## src/design/spn_byte_decryptor_core_assert.svh

```systemverilog
// ----------------------------------------------------------------------------
// spn_byte_decryptor_core_assert.svh
// Assertion macros used by the byte decryptor core.
// ----------------------------------------------------------------------------
`ifndef SPN_BYTE_DECRYPTOR_CORE_ASSERT_SVH
`define SPN_BYTE_DECRYPTOR_CORE_ASSERT_SVH

// Implication checked on the same edge, clocked on clk, off during reset
`define SPN_ASSERT_NOW(label, ante, cons) \
  label: assert property (@(posedge clk) disable iff (!rst_n) (ante) |-> (cons)) \
    else $error("spn: same-cycle check failed");

// Implication checked in the cycle after the antecedent, clocked on clk, off during reset
`define SPN_ASSERT_NEXT(label, ante, cons) \
  label: assert property (@(posedge clk) disable iff (!rst_n) (ante) |=> (cons)) \
    else $error("spn: next-cycle check failed");

`endif

```

## src/design/spn_pkg.sv

```systemverilog
// ----------------------------------------------------------------------------
// spn_pkg
// Types, constants and round functions of the SPN byte decryptor.
// ----------------------------------------------------------------------------
`timescale 1ns / 1ps

package spn_pkg;

  localparam int BYTE_W = 8;
  localparam int NIB_W  = 4;
  localparam int KEY_W  = 32;
  localparam int SBOX_W = 64;
  localparam int PERM_W = 32;
  localparam int DATA_W = 64;
  localparam int ADDR_W = 5;

  localparam logic [KEY_W-1:0]  KEY_RESET  = 32'h0000_0000;
  localparam logic [SBOX_W-1:0] SBOX_RESET = 64'hFEDC_BA98_7654_3210;
  localparam logic [PERM_W-1:0] PERM_RESET = 32'h8765_4321;

  // Register indexes (paddr[4:3]); 8-byte register stride
  typedef enum logic [1:0] {
    REG_KEY  = 2'd0,
    REG_SBOX = 2'd1,
    REG_PERM = 2'd2
  } reg_idx_t;

  // Configuration bundle from the register file to the datapath
  typedef struct packed {
    logic [KEY_W-1:0]  key_word;
    logic [SBOX_W-1:0] sbox_inverse;
    logic [PERM_W-1:0] perm_inverse;
  } cfg_t;

  // Inverse bit permutation: result bit 7-i comes from input bit 8-P[i];
  // an entry outside 1..8 yields a zero bit.
  function automatic logic [BYTE_W-1:0] perm_byte(input logic [BYTE_W-1:0] v,
                                                  input logic [PERM_W-1:0] perm);
    logic [BYTE_W-1:0] r;
    logic [NIB_W-1:0]  p;
    logic [NIB_W-1:0]  idx;
    r = '0;
    for (int i = 0; i < BYTE_W; i++) begin
      p   = perm[NIB_W*i +: NIB_W];
      idx = 4'd8 - p;
      if (p >= 4'd1 && p <= 4'd8) begin
        r[BYTE_W-1-i] = v[idx[2:0]];
      end
    end
    return r;
  endfunction

  // One inverse S-box lookup on a nibble
  function automatic logic [NIB_W-1:0] sbox_nib(input logic [NIB_W-1:0] z,
                                                input logic [SBOX_W-1:0] sbox);
    return sbox[{z, 2'b00} +: NIB_W];
  endfunction

endpackage

```

## src/design/spn_round.sv

```systemverilog
// ----------------------------------------------------------------------------
// spn_round
// One decryption round: inverse permutation, inverse S-box on both nibbles,
// round key XOR. Pure combinational.
// ----------------------------------------------------------------------------
`timescale 1ns / 1ps

module spn_round (
  input  logic [spn_pkg::BYTE_W-1:0] din,
  input  logic [spn_pkg::BYTE_W-1:0] round_key,
  input  spn_pkg::cfg_t              cfg,
  output logic [spn_pkg::BYTE_W-1:0] dout
);

  logic [spn_pkg::BYTE_W-1:0] permuted;
  logic [spn_pkg::BYTE_W-1:0] substituted;

  // bit shuffle
  assign permuted = spn_pkg::perm_byte(din, cfg.perm_inverse);

  // nibble substitution
  assign substituted = {spn_pkg::sbox_nib(permuted[7:4], cfg.sbox_inverse),
                        spn_pkg::sbox_nib(permuted[3:0], cfg.sbox_inverse)};

  // key mix
  assign dout = substituted ^ round_key;

endmodule

```

## src/design/spn_regs.sv

```systemverilog
// ----------------------------------------------------------------------------
// spn_regs
// APB register file: key, inverse S-box and inverse permutation.
// ----------------------------------------------------------------------------
`timescale 1ns / 1ps

module spn_regs (
  input  logic                       clk,
  input  logic                       rst_n,
  input  logic                       psel,
  input  logic                       penable,
  input  logic                       pwrite,
  input  logic [spn_pkg::ADDR_W-1:0] paddr,
  input  logic [spn_pkg::DATA_W-1:0] pwdata,
  output logic [spn_pkg::DATA_W-1:0] prdata,
  output logic                       pready,
  output spn_pkg::cfg_t              cfg
);

  spn_pkg::cfg_t     cfg_r;
  spn_pkg::cfg_t     cfg_nxt;
  spn_pkg::reg_idx_t idx;
  logic              wr_en;

  assign pready = 1'b1;
  assign wr_en  = psel && penable && pwrite && pready;
  assign idx    = spn_pkg::reg_idx_t'(paddr[4:3]);

  // write decode; unmapped indexes are dropped
  always_comb begin
    cfg_nxt = cfg_r;
    if (wr_en) begin
      case (idx)
        spn_pkg::REG_KEY:  cfg_nxt.key_word     = pwdata[spn_pkg::KEY_W-1:0];
        spn_pkg::REG_SBOX: cfg_nxt.sbox_inverse = pwdata;
        spn_pkg::REG_PERM: cfg_nxt.perm_inverse = pwdata[spn_pkg::PERM_W-1:0];
        default: ;
      endcase
    end
  end

  always_ff @(posedge clk) begin
    if (!rst_n) begin
      cfg_r.key_word     <= spn_pkg::KEY_RESET;
      cfg_r.sbox_inverse <= spn_pkg::SBOX_RESET;
      cfg_r.perm_inverse <= spn_pkg::PERM_RESET;
    end else begin
      cfg_r <= cfg_nxt;
    end
  end

  // read mux
  always_comb begin
    case (idx)
      spn_pkg::REG_KEY:  prdata = {32'h0, cfg_r.key_word};
      spn_pkg::REG_SBOX: prdata = cfg_r.sbox_inverse;
      spn_pkg::REG_PERM: prdata = {32'h0, cfg_r.perm_inverse};
      default:           prdata = '0;
    endcase
  end

  assign cfg = cfg_r;

endmodule

```

## src/design/spn_byte_decryptor_core.sv

```systemverilog
// ----------------------------------------------------------------------------
// spn_byte_decryptor_core
// Three-round 8-bit SPN byte decryptor with APB configuration.
// ----------------------------------------------------------------------------
// Usage:
//   Request channel: drive in_cipher_byte and pulse start. A request is
//   taken on every edge where start is high and busy is low; busy is
//   always low, so a new byte may be issued every cycle.
//   Result channel: out_plain_byte is valid for exactly one cycle while
//   out_valid is high. The receiver cannot stall; it must take each result
//   in the cycle it appears.
//   Path: a request is captured in the input register, passes the key
//   whitening and three combinational rounds, and is strobed from the
//   result register. Throughput: one byte per cycle, as neither register
//   can stall.
//   Config: APB port, 64-bit data, registers at 0x00 (key), 0x08 (inverse
//   S-box), 0x10 (inverse permutation). Write only while idle.
//   Reset (rst_n low, synchronous): pipeline empties, key clears, S-box and
//   permutation return to the identity.
// ----------------------------------------------------------------------------
`timescale 1ns / 1ps
`include "spn_byte_decryptor_core_assert.svh"

module spn_byte_decryptor_core (
  input  logic                       clk,
  input  logic                       rst_n,
  // request channel
  input  logic                       start,
  output logic                       busy,
  input  logic [spn_pkg::BYTE_W-1:0] in_cipher_byte,
  // result channel
  output logic                       out_valid,
  output logic [spn_pkg::BYTE_W-1:0] out_plain_byte,
  // configuration
  input  logic                       psel,
  input  logic                       penable,
  input  logic                       pwrite,
  input  logic [spn_pkg::ADDR_W-1:0] paddr,
  input  logic [spn_pkg::DATA_W-1:0] pwdata,
  output logic [spn_pkg::DATA_W-1:0] prdata,
  output logic                       pready
);

  spn_pkg::cfg_t              cfg;
  logic                       in_vld_r;
  logic                       in_vld_nxt;
  logic [spn_pkg::BYTE_W-1:0] in_byte_r;
  logic                       out_valid_r;
  logic [spn_pkg::BYTE_W-1:0] out_byte_r;
  logic [spn_pkg::BYTE_W-1:0] whitened;
  logic [spn_pkg::BYTE_W-1:0] rnd2_out;
  logic [spn_pkg::BYTE_W-1:0] rnd1_out;
  logic [spn_pkg::BYTE_W-1:0] rnd0_out;
  logic                       key_wr;

  assign busy = 1'b0;

  spn_regs u_regs (
    .clk     (clk),
    .rst_n   (rst_n),
    .psel    (psel),
    .penable (penable),
    .pwrite  (pwrite),
    .paddr   (paddr),
    .pwdata  (pwdata),
    .prdata  (prdata),
    .pready  (pready),
    .cfg     (cfg)
  );

  // input register
  assign in_vld_nxt = start && !busy;

  always_ff @(posedge clk) begin
    if (!rst_n) begin
      in_vld_r <= 1'b0;
    end else begin
      in_vld_r <= in_vld_nxt;
    end
  end

  always_ff @(posedge clk) begin
    if (in_vld_nxt) begin
      in_byte_r <= in_cipher_byte;
    end
  end

  // whitening with key byte 3, then rounds with key bytes 2, 1, 0
  assign whitened = in_byte_r ^ cfg.key_word[31:24];

  spn_round u_round2 (
    .din       (whitened),
    .round_key (cfg.key_word[23:16]),
    .cfg       (cfg),
    .dout      (rnd2_out)
  );

  spn_round u_round1 (
    .din       (rnd2_out),
    .round_key (cfg.key_word[15:8]),
    .cfg       (cfg),
    .dout      (rnd1_out)
  );

  spn_round u_round0 (
    .din       (rnd1_out),
    .round_key (cfg.key_word[7:0]),
    .cfg       (cfg),
    .dout      (rnd0_out)
  );

  // result register
  always_ff @(posedge clk) begin
    if (!rst_n) begin
      out_valid_r <= 1'b0;
    end else begin
      out_valid_r <= in_vld_r;
    end
  end

  always_ff @(posedge clk) begin
    if (in_vld_r) begin
      out_byte_r <= rnd0_out;
    end
  end

  assign out_valid      = out_valid_r;
  assign out_plain_byte = out_byte_r;

  // key register write strobe
  assign key_wr = psel && penable && pwrite && (paddr[4:3] == spn_pkg::REG_KEY);

  // checks
  `SPN_ASSERT_NEXT(a_req_loads_stage, start && !busy, in_vld_r)
  `SPN_ASSERT_NEXT(a_stage_gives_result, in_vld_r, out_valid_r)
  `SPN_ASSERT_NEXT(a_no_phantom_result, !in_vld_r, !out_valid_r)
  `SPN_ASSERT_NEXT(a_key_write_lands, key_wr, cfg.key_word == $past(pwdata[31:0]))
  `SPN_ASSERT_NOW(a_result_strobe_single, out_valid_r && !$past(in_vld_r), 1'b0)

endmodule
```

## config.mk

```make
export PLATFORM = sky130hd
export DESIGN_NAME = spn_byte_decryptor_core
export DESIGN_NICKNAME = d
export VERILOG_FILES = /design/src/design/spn_pkg.sv /design/src/design/spn_round.sv /design/src/design/spn_regs.sv /design/src/design/spn_byte_decryptor_core.sv
export VERILOG_INCLUDE_DIRS = /design/src /design/src/design
export SDC_FILE = /design/constraint.sdc
export NUM_CORES = 1
export LEC_CHECK = 0
export BUFFER_PORTS_ARGS = -buffer_cell sky130_fd_sc_hd__buf_4
export CORE_UTILIZATION = 55
export CTS_CLUSTER_DIAMETER = 80
export DETAILED_ROUTE_END_ITERATION = 16
export GPL_TIMING_DRIVEN = 0
export PLACE_DENSITY_LB_ADDON = 0.08
export SKIP_CTS_REPAIR_TIMING = 1
export SYNTH_ARGS = -nofsm -noshare
export SYNTH_HDL_FRONTEND = slang
export SYNTH_SLANG_ARGS = --single-unit
```

## constraint.sdc

```tcl
create_clock -name clk -period 8.8 [get_ports clk]
set_input_delay 1.32 -clock clk [delete_from_list [all_inputs] [get_ports clk]]
set_output_delay 1.32 -clock clk [all_outputs]
set_load 0.1 [all_outputs]
```

# After elaboration in Yosys (flattened, before gate mapping)
# Index checks and enable logic that the tools add are counted.
# totals
ff_bits,146
out_inout_bits,75
elab_cells,138
# op_classes
addsub,8
magnitude_cmp,24
eq_ne,2
n_shift,6
mux,73
n_bitwise,4
n_reduce_logical,14
# ops
operator,count
indexed part select 64 x 7 -> 4 bit,6
one-hot mux 64 bit (3 select lines),1
binary-select mux 1 bit (select 3 bit),24
two-way mux 1 bit,48
>= comparator 4 x 1 -> 1 bit (second input constant),8
less-or-equal comparator 4 bit (second input constant),8
less-than comparator 3 x 4 -> 1 bit (second input constant),8
XOR 8 bit,4
subtractor 1 x 3 -> 3 bit (first input constant),8
logical AND 1 bit,10
AND reduction 2 bit,3
equality test 2 x 1 -> 1 bit (second input constant),1
equality test 2 bit (second input constant),1
zero test 2 bit,1

# Longest topological paths before layout
# depth
depth_word,16
ltp_mapped,31

# By module
# A second synthesis with hierarchy kept.
# unflattened
hier_cells,1696
area_unflattened_um2,14216.1
# by_module_without_submodules
mod,instances,cells_per_inst,area_each_um2,seq_area_each_um2
spn_round,3,332,2582.5,0.0
spn_regs,1,670,5854.4,2562.5
spn_byte_decryptor_core,1,30,614.3,520.5

# Worst setup path before layout
# No wires, ideal clock.
# synth_timing
kind,reg2reg
from,register u_regs.cfg_r (netlist bit u_regs.cfg[12])
to,"register out_byte_r (netlist bit out_plain_byte[0]), data pin"
arrival_time_ns,6.822
t_required_ns,8.535
slack_ns,1.713
path_stages_with_launch,29
period_less_slack_ns,7.087
cell_sequence,dfxtp_1 > clkbuf_1 > inv_1 > ha_1 > buf_2 > inv_2 > mux4_2 > o22ai_4 > buf_8 > buf_8 > mux2i_1 > a22oi_1 > a211oi_1 > o41ai_1 > o311ai_2 > a32o_2 > buf_2 > a21oi_1 > a221oi_1 > and3b_1 > o21a_1 > or2_1 > mux4_2 > and2_1 > nor2_2 > mux2_1 > o211ai_1 > o211ai_1 > xor2_1
# synth_between
elab_chain_cells,16
# synth_lines
item,line_no,text
"start, declared",spn_regs.sv:20,spn_pkg::cfg_t cfg_r;
"start signal, assigned",spn_regs.sv:48,cfg_r <= cfg_nxt;
subtractor 1 x 3 -> 3 bit,spn_pkg.sv:45,idx = 4'd8 - p;
binary-select mux 1 bit (select 3 bit),spn_pkg.sv:47,r[BYTE_W-1-i] = v[idx[2:0]];
two-way mux 1 bit (not written as such),spn_pkg.sv:47,
two-way mux 1 bit,spn_pkg.sv:46,if (p >= 4'd1 && p <= 4'd8) begin
indexed part select 64 x 7 -> 4 bit,spn_pkg.sv:56,"return sbox[{z, 2'b00} +: NIB_W];"
XOR 8 bit,spn_round.sv:26,assign dout = substituted ^ round_key;
binary-select mux 1 bit (select 3 bit),spn_pkg.sv:47,
two-way mux 1 bit (not written as such),spn_pkg.sv:47,
two-way mux 1 bit,spn_pkg.sv:46,
indexed part select 64 x 7 -> 4 bit,spn_pkg.sv:56,
XOR 8 bit *,spn_round.sv:26,
binary-select mux 1 bit (select 3 bit),spn_pkg.sv:47,
two-way mux 1 bit (not written as such),spn_pkg.sv:47,
two-way mux 1 bit,spn_pkg.sv:46,
indexed part select 64 x 7 -> 4 bit *,spn_pkg.sv:56,
XOR 8 bit *,spn_round.sv:26,
named net rnd0_out (one bit),spn_byte_decryptor_core.sv:53,logic [spn_pkg::BYTE_W-1:0] rnd0_out;
"end signal, assigned",spn_byte_decryptor_core.sv:123,out_byte_r <= rnd0_out;
"end, declared",spn_byte_decryptor_core.sv:49,logic [spn_pkg::BYTE_W-1:0] out_byte_r;
# Mark *: on every way through the listed nets, which the timed path passes. The rest lies on a longest branch. The select of a mux whose other input is x is not followed.
# A chain may end at the register's enable or synchronous reset.

# Worst setup path in the final report
# layout_timing
from,register u_regs.cfg_r (netlist bit u_regs.cfg[28])
to,"register out_byte_r (netlist bit out_plain_byte[0]), data pin"
# layout_between
elab_chain_cells,16
# layout_lines
item,line_no
subtractor 1 x 3 -> 3 bit,spn_pkg.sv:45
binary-select mux 1 bit (select 3 bit),spn_pkg.sv:47
two-way mux 1 bit (not written as such),spn_pkg.sv:47
two-way mux 1 bit,spn_pkg.sv:46
indexed part select 64 x 7 -> 4 bit,spn_pkg.sv:56
XOR 8 bit,spn_round.sv:26
binary-select mux 1 bit (select 3 bit),spn_pkg.sv:47
two-way mux 1 bit (not written as such),spn_pkg.sv:47
two-way mux 1 bit,spn_pkg.sv:46
indexed part select 64 x 7 -> 4 bit,spn_pkg.sv:56
XOR 8 bit,spn_round.sv:26
binary-select mux 1 bit (select 3 bit),spn_pkg.sv:47
two-way mux 1 bit (not written as such),spn_pkg.sv:47
two-way mux 1 bit,spn_pkg.sv:46
indexed part select 64 x 7 -> 4 bit *,spn_pkg.sv:56
XOR 8 bit *,spn_round.sv:26
named net rnd0_out (one bit),spn_byte_decryptor_core.sv:53
# Marked as above.

==> flow_metrics.tcl <==
set metrics [dict create \
    totalWireLength_um 62770 \
    swShare 0.4809 \
    hold_depth 2 \
    grt_start_max_net_pins 19 \
    gp_congestion 1.051 \
    slowest_delay_ns 0.59 \
    wl_met2_um 24910 \
    grt_overflow 0 \
    status "complete, no violations" \
    synth_top_flop_cell "dfxtp_1" \
    synth_compound_gate_area_share 0.2571 \
    cap_violations 0 \
    hold_viol_final 0 \
    slowest_stage "mux4_2" \
    slew_violations 0 \
    drive_gt1_frac 0.1912 \
    synthCells 1643 \
    fp.dieW_um 156.7 \
    peakVddDrop_mv 0.1706 \
    synthAdderAreaFrac 0.01521 \
    synth_warnings 0 \
    synth_edf_count 16 \
    max_freq_mhz 114.4 \
    p_leak_nw 6.089 \
    core_area_um2 23470 \
    synth_top_family_by_area "compound AO/OA/AOI/OAI gates" \
    cts_buffers 17 \
    startpoint_type "flop" \
    grtUsageTotal 0.5109 \
    path_clk_slew_ns 0.08 \
    synthMuxAreaShare 0.1753 \
    antenna_found_initial 2 \
    cp_top_family "multiplexers" \
    synth.cell_area_um2 13170 \
    ioPinCount 158 \
    yosys.area_share.simple 0.2272 \
    synth_top_area_frac 0.1977 \
    initial_core_util 0.5609 \
    die-area_um2 24560 \
    route.detailed.drc 0 \
    crit_top_cell "mux4_2" \
    row_count 56 \
    ys_types 97 \
    place_area_um2 14700 \
    slew_headroom 0.3498 \
    clock_sinks 146 \
    fin_skew_ns 0.01433 \
    synth_commonest_cells "349 x nand2_1, 130 x dfxtp_1, 111 x mux2i_1, 100 x o21ai_0, 93 x clkbuf_1" \
    setup_viol 0 \
    htreeDepth 4 \
    period_share 0.9937 \
    fin_area_um2 15540 \
    synth_area_leaders "dfxtp_1 20%, nand2_1 10%, mux2i_1 8.4%" \
    avgSynthCellArea_um2 8.013 \
    syn_nets 1742 \
    synth_seq_cells 146 \
    arrival_ns 8.91 \
    maxUsedRoutingLayer "met5" \
    p_clk_frac 0.217 \
    ys_async_sr_fraction 0 \
    critical_path_cell_count 27 \
    hold_class "flop to flop" \
    vias 15370 \
    crit_required_ns 8.96 \
    die_y_um 156.7 \
    insertion_delay_ns 0.44 \
    port_buffers 151 \
    netSwitchingPower_mw 1.665 \
    grt_pass1_wl_um 89890 \
    p_int_mw 1.798 \
    dp_hpwl_um 45510 \
    wire_per_inst_um 29.10 \
    grt_pass1_vias 13810 \
    cts_tree "yes" \
    worst_pin_slew_ns 0.9753 \
    crit_fanout 10 \
    critPathBufInv 5 \
    synth-xor-area-share 0.02861 \
    clock_path_buffers 2 \
    reg2regPathDepth 27 \
    power_frac_seq 0.217 \
    fin_ws_ns 0.05511 \
    synth_area_leader_cell "dfxtp_1" \
    period_needed_ns 8.745 \
    dr_wl_met3_um 10240 \
    yosysSeqAreaShare 0.2342 \
    cts_root_buffer "clkbuf_16" \
    combPwrFrac 0.566 \
    drt-initial-drc-count 2316 \
    worst-setup-path-type "flop to flop" \
    drt-met1-wl_um 22200 \
    dp_slack_ns -0.3380 \
    end_kind "flop" \
    ant_nets 0 \
    drtPass1Iterations 6 \
    power.density_nw_per_um2 222.8 \
    area_growth_pct 18.07 \
    yosysMostFrequentCell "nand2_1" \
    avgViaCountPerCell 7.125 \
    final_nets 1922 \
]
-- worst register-to-register path, cell delays in order, from the launching register on --
cell	delay, ns
dfxtp_1	0.36
clkbuf_2	0.31
inv_1	0.21
ha_1	0.34
xor2_4	0.40
mux4_2	0.57
mux2i_1	0.38
buf_2	0.29
o21ai_0	0.14
a32oi_2	0.49
a211o_1	0.21
nand4_1	0.09
buf_4	0.19
mux4_2	0.59
a32oi_4	0.31
buf_4	0.23
nand2_1	0.07
a221oi_1	0.32
and3b_1	0.24
o21a_1	0.25
or2_1	0.33
mux4_2	0.57
and2_1	0.21
nor2_2	0.34
mux2_1	0.36
o211ai_1	0.18
o211ai_1	0.26
xor2_1	0.23
-- worst paths after layout --
kind	start	to	slack [ns]
worst max register to register	u_regs.cfg[28]	out_plain_byte[0]	0.06
worst min-delay path	u_regs.cfg[13]	u_regs.cfg[13]	0.50
worst max-delay path	u_regs.cfg[28]	out_plain_byte[0]	0.06
worst min register to register	u_regs.cfg[13]	u_regs.cfg[13]	0.50
-- cell usage in the layout (no fill, tap or decap), types with 10 or more instances in the layout --
master | synthesis | final
nand2_1 | 349 | 349
buf_4 | 7 | 168
dfxtp_1 | 130 | 130
mux2i_1 | 111 | 111
o21ai_0 | 100 | 100
nand3_1 | 87 | 87
clkbuf_1 | 93 | 85
a21boi_0 | 85 | 84
and2_1 | 45 | 45
o211ai_1 | 42 | 42
mux4_2 | 36 | 36
a21oi_1 | 33 | 33
inv_1 | 32 | 31
nor2_1 | 31 | 31
xor2_1 | 24 | 21
a22oi_1 | 21 | 20
buf_2 | 19 | 18
mux2_2 | 18 | 18
a311oi_1 | 18 | 18
clkbuf_16 | 0 | 17
a32o_1 | 16 | 16
edfxtp_1 | 16 | 16
o22ai_1 | 15 | 15
mux2_1 | 15 | 15
ha_1 | 16 | 15
nand4_1 | 14 | 14
xnor2_1 | 14 | 12
a22o_1 | 12 | 12
or4_1 | 12 | 12
nor2b_1 | 11 | 11
a32oi_1 | 13 | 11
nand2b_1 | 10 | 10
nor3_1 | 12 | 10
-- cells by family (layout without fill, tap and decap cells) --
logic type	Yosys count	count (layout)
AND/OR/NAND/NOR	629	629
AO/OA/AOI/OAI	457	457
multiplexers	181	181
buffers and inverters	172	365
flip-flops	146	146
XOR/XNOR	40	40
adder cells (fa/ha/maj)	16	16
other	2	4
-- state kept, by name (all words and copies together), names as in the netlist --
name            count
in_byte_r           8
u_regs.cfg        128
out_valid           1
out_plain_byte      8
in_vld_r            1
-- through the flow --
| step | util | total power [mW] | instances | hold slack, ns | TNS, ns |
|---|---|---|---|---|---|
| 2_1_floorplan | - | 2.083 | 1643 | 0.4568 | 0 |
| 3_3_place_gp | 0.6262 | 2.570 | 2113 | 0.4740 | -2.309 |
| 6_report | 0.6622 | 3.463 | 2157 | 0.5024 | 0 |
| 4_1_cts | 0.6522 | 3.329 | 2145 | 0.5041 | -2.806 |
| 3_5_place_dp | 0.6262 | 2.582 | 2113 | 0.4933 | -2.474 |
| 5_1_grt | 0.6621 | 3.558 | 2156 | 0.5319 | -0.005371 |
-- layout make-up --
type / instances / area [um2]
Inverter: 34 / 131.4
Buffer: 138 / 699.4
Timing Repair Buffer: 161 / 1209
Clock inverter: 15 / 185.2
Fill cell: 2043 / 7929
Clock buffer: 17 / 425.4
Sequential cell: 146 / 3083
Antenna cell: 2 / 5.005
Tap cell: 319 / 399.1
Multi-Input combinational cell: 1325 / 9407
-- layer usage --
layer	GRT usage	up-vias
li1	-	6468
met1	0.6276	7191
met2	0.7143	1338
met3	0.2265	369
met4	0.3413	2
met5	0	-
-- power by group through the flow --
stage               clock network, mW  registers [mW]  logic [mW]
floorplan                           0           0.845        1.24
global placement                    0           0.761        1.81
detailed placement                  0           0.762        1.82
CTS                             0.752           0.747        1.83
global route                    0.781           0.751        2.03
finish                          0.753           0.751        1.96
No activity file was read; power rests on OpenSTA's default activity.
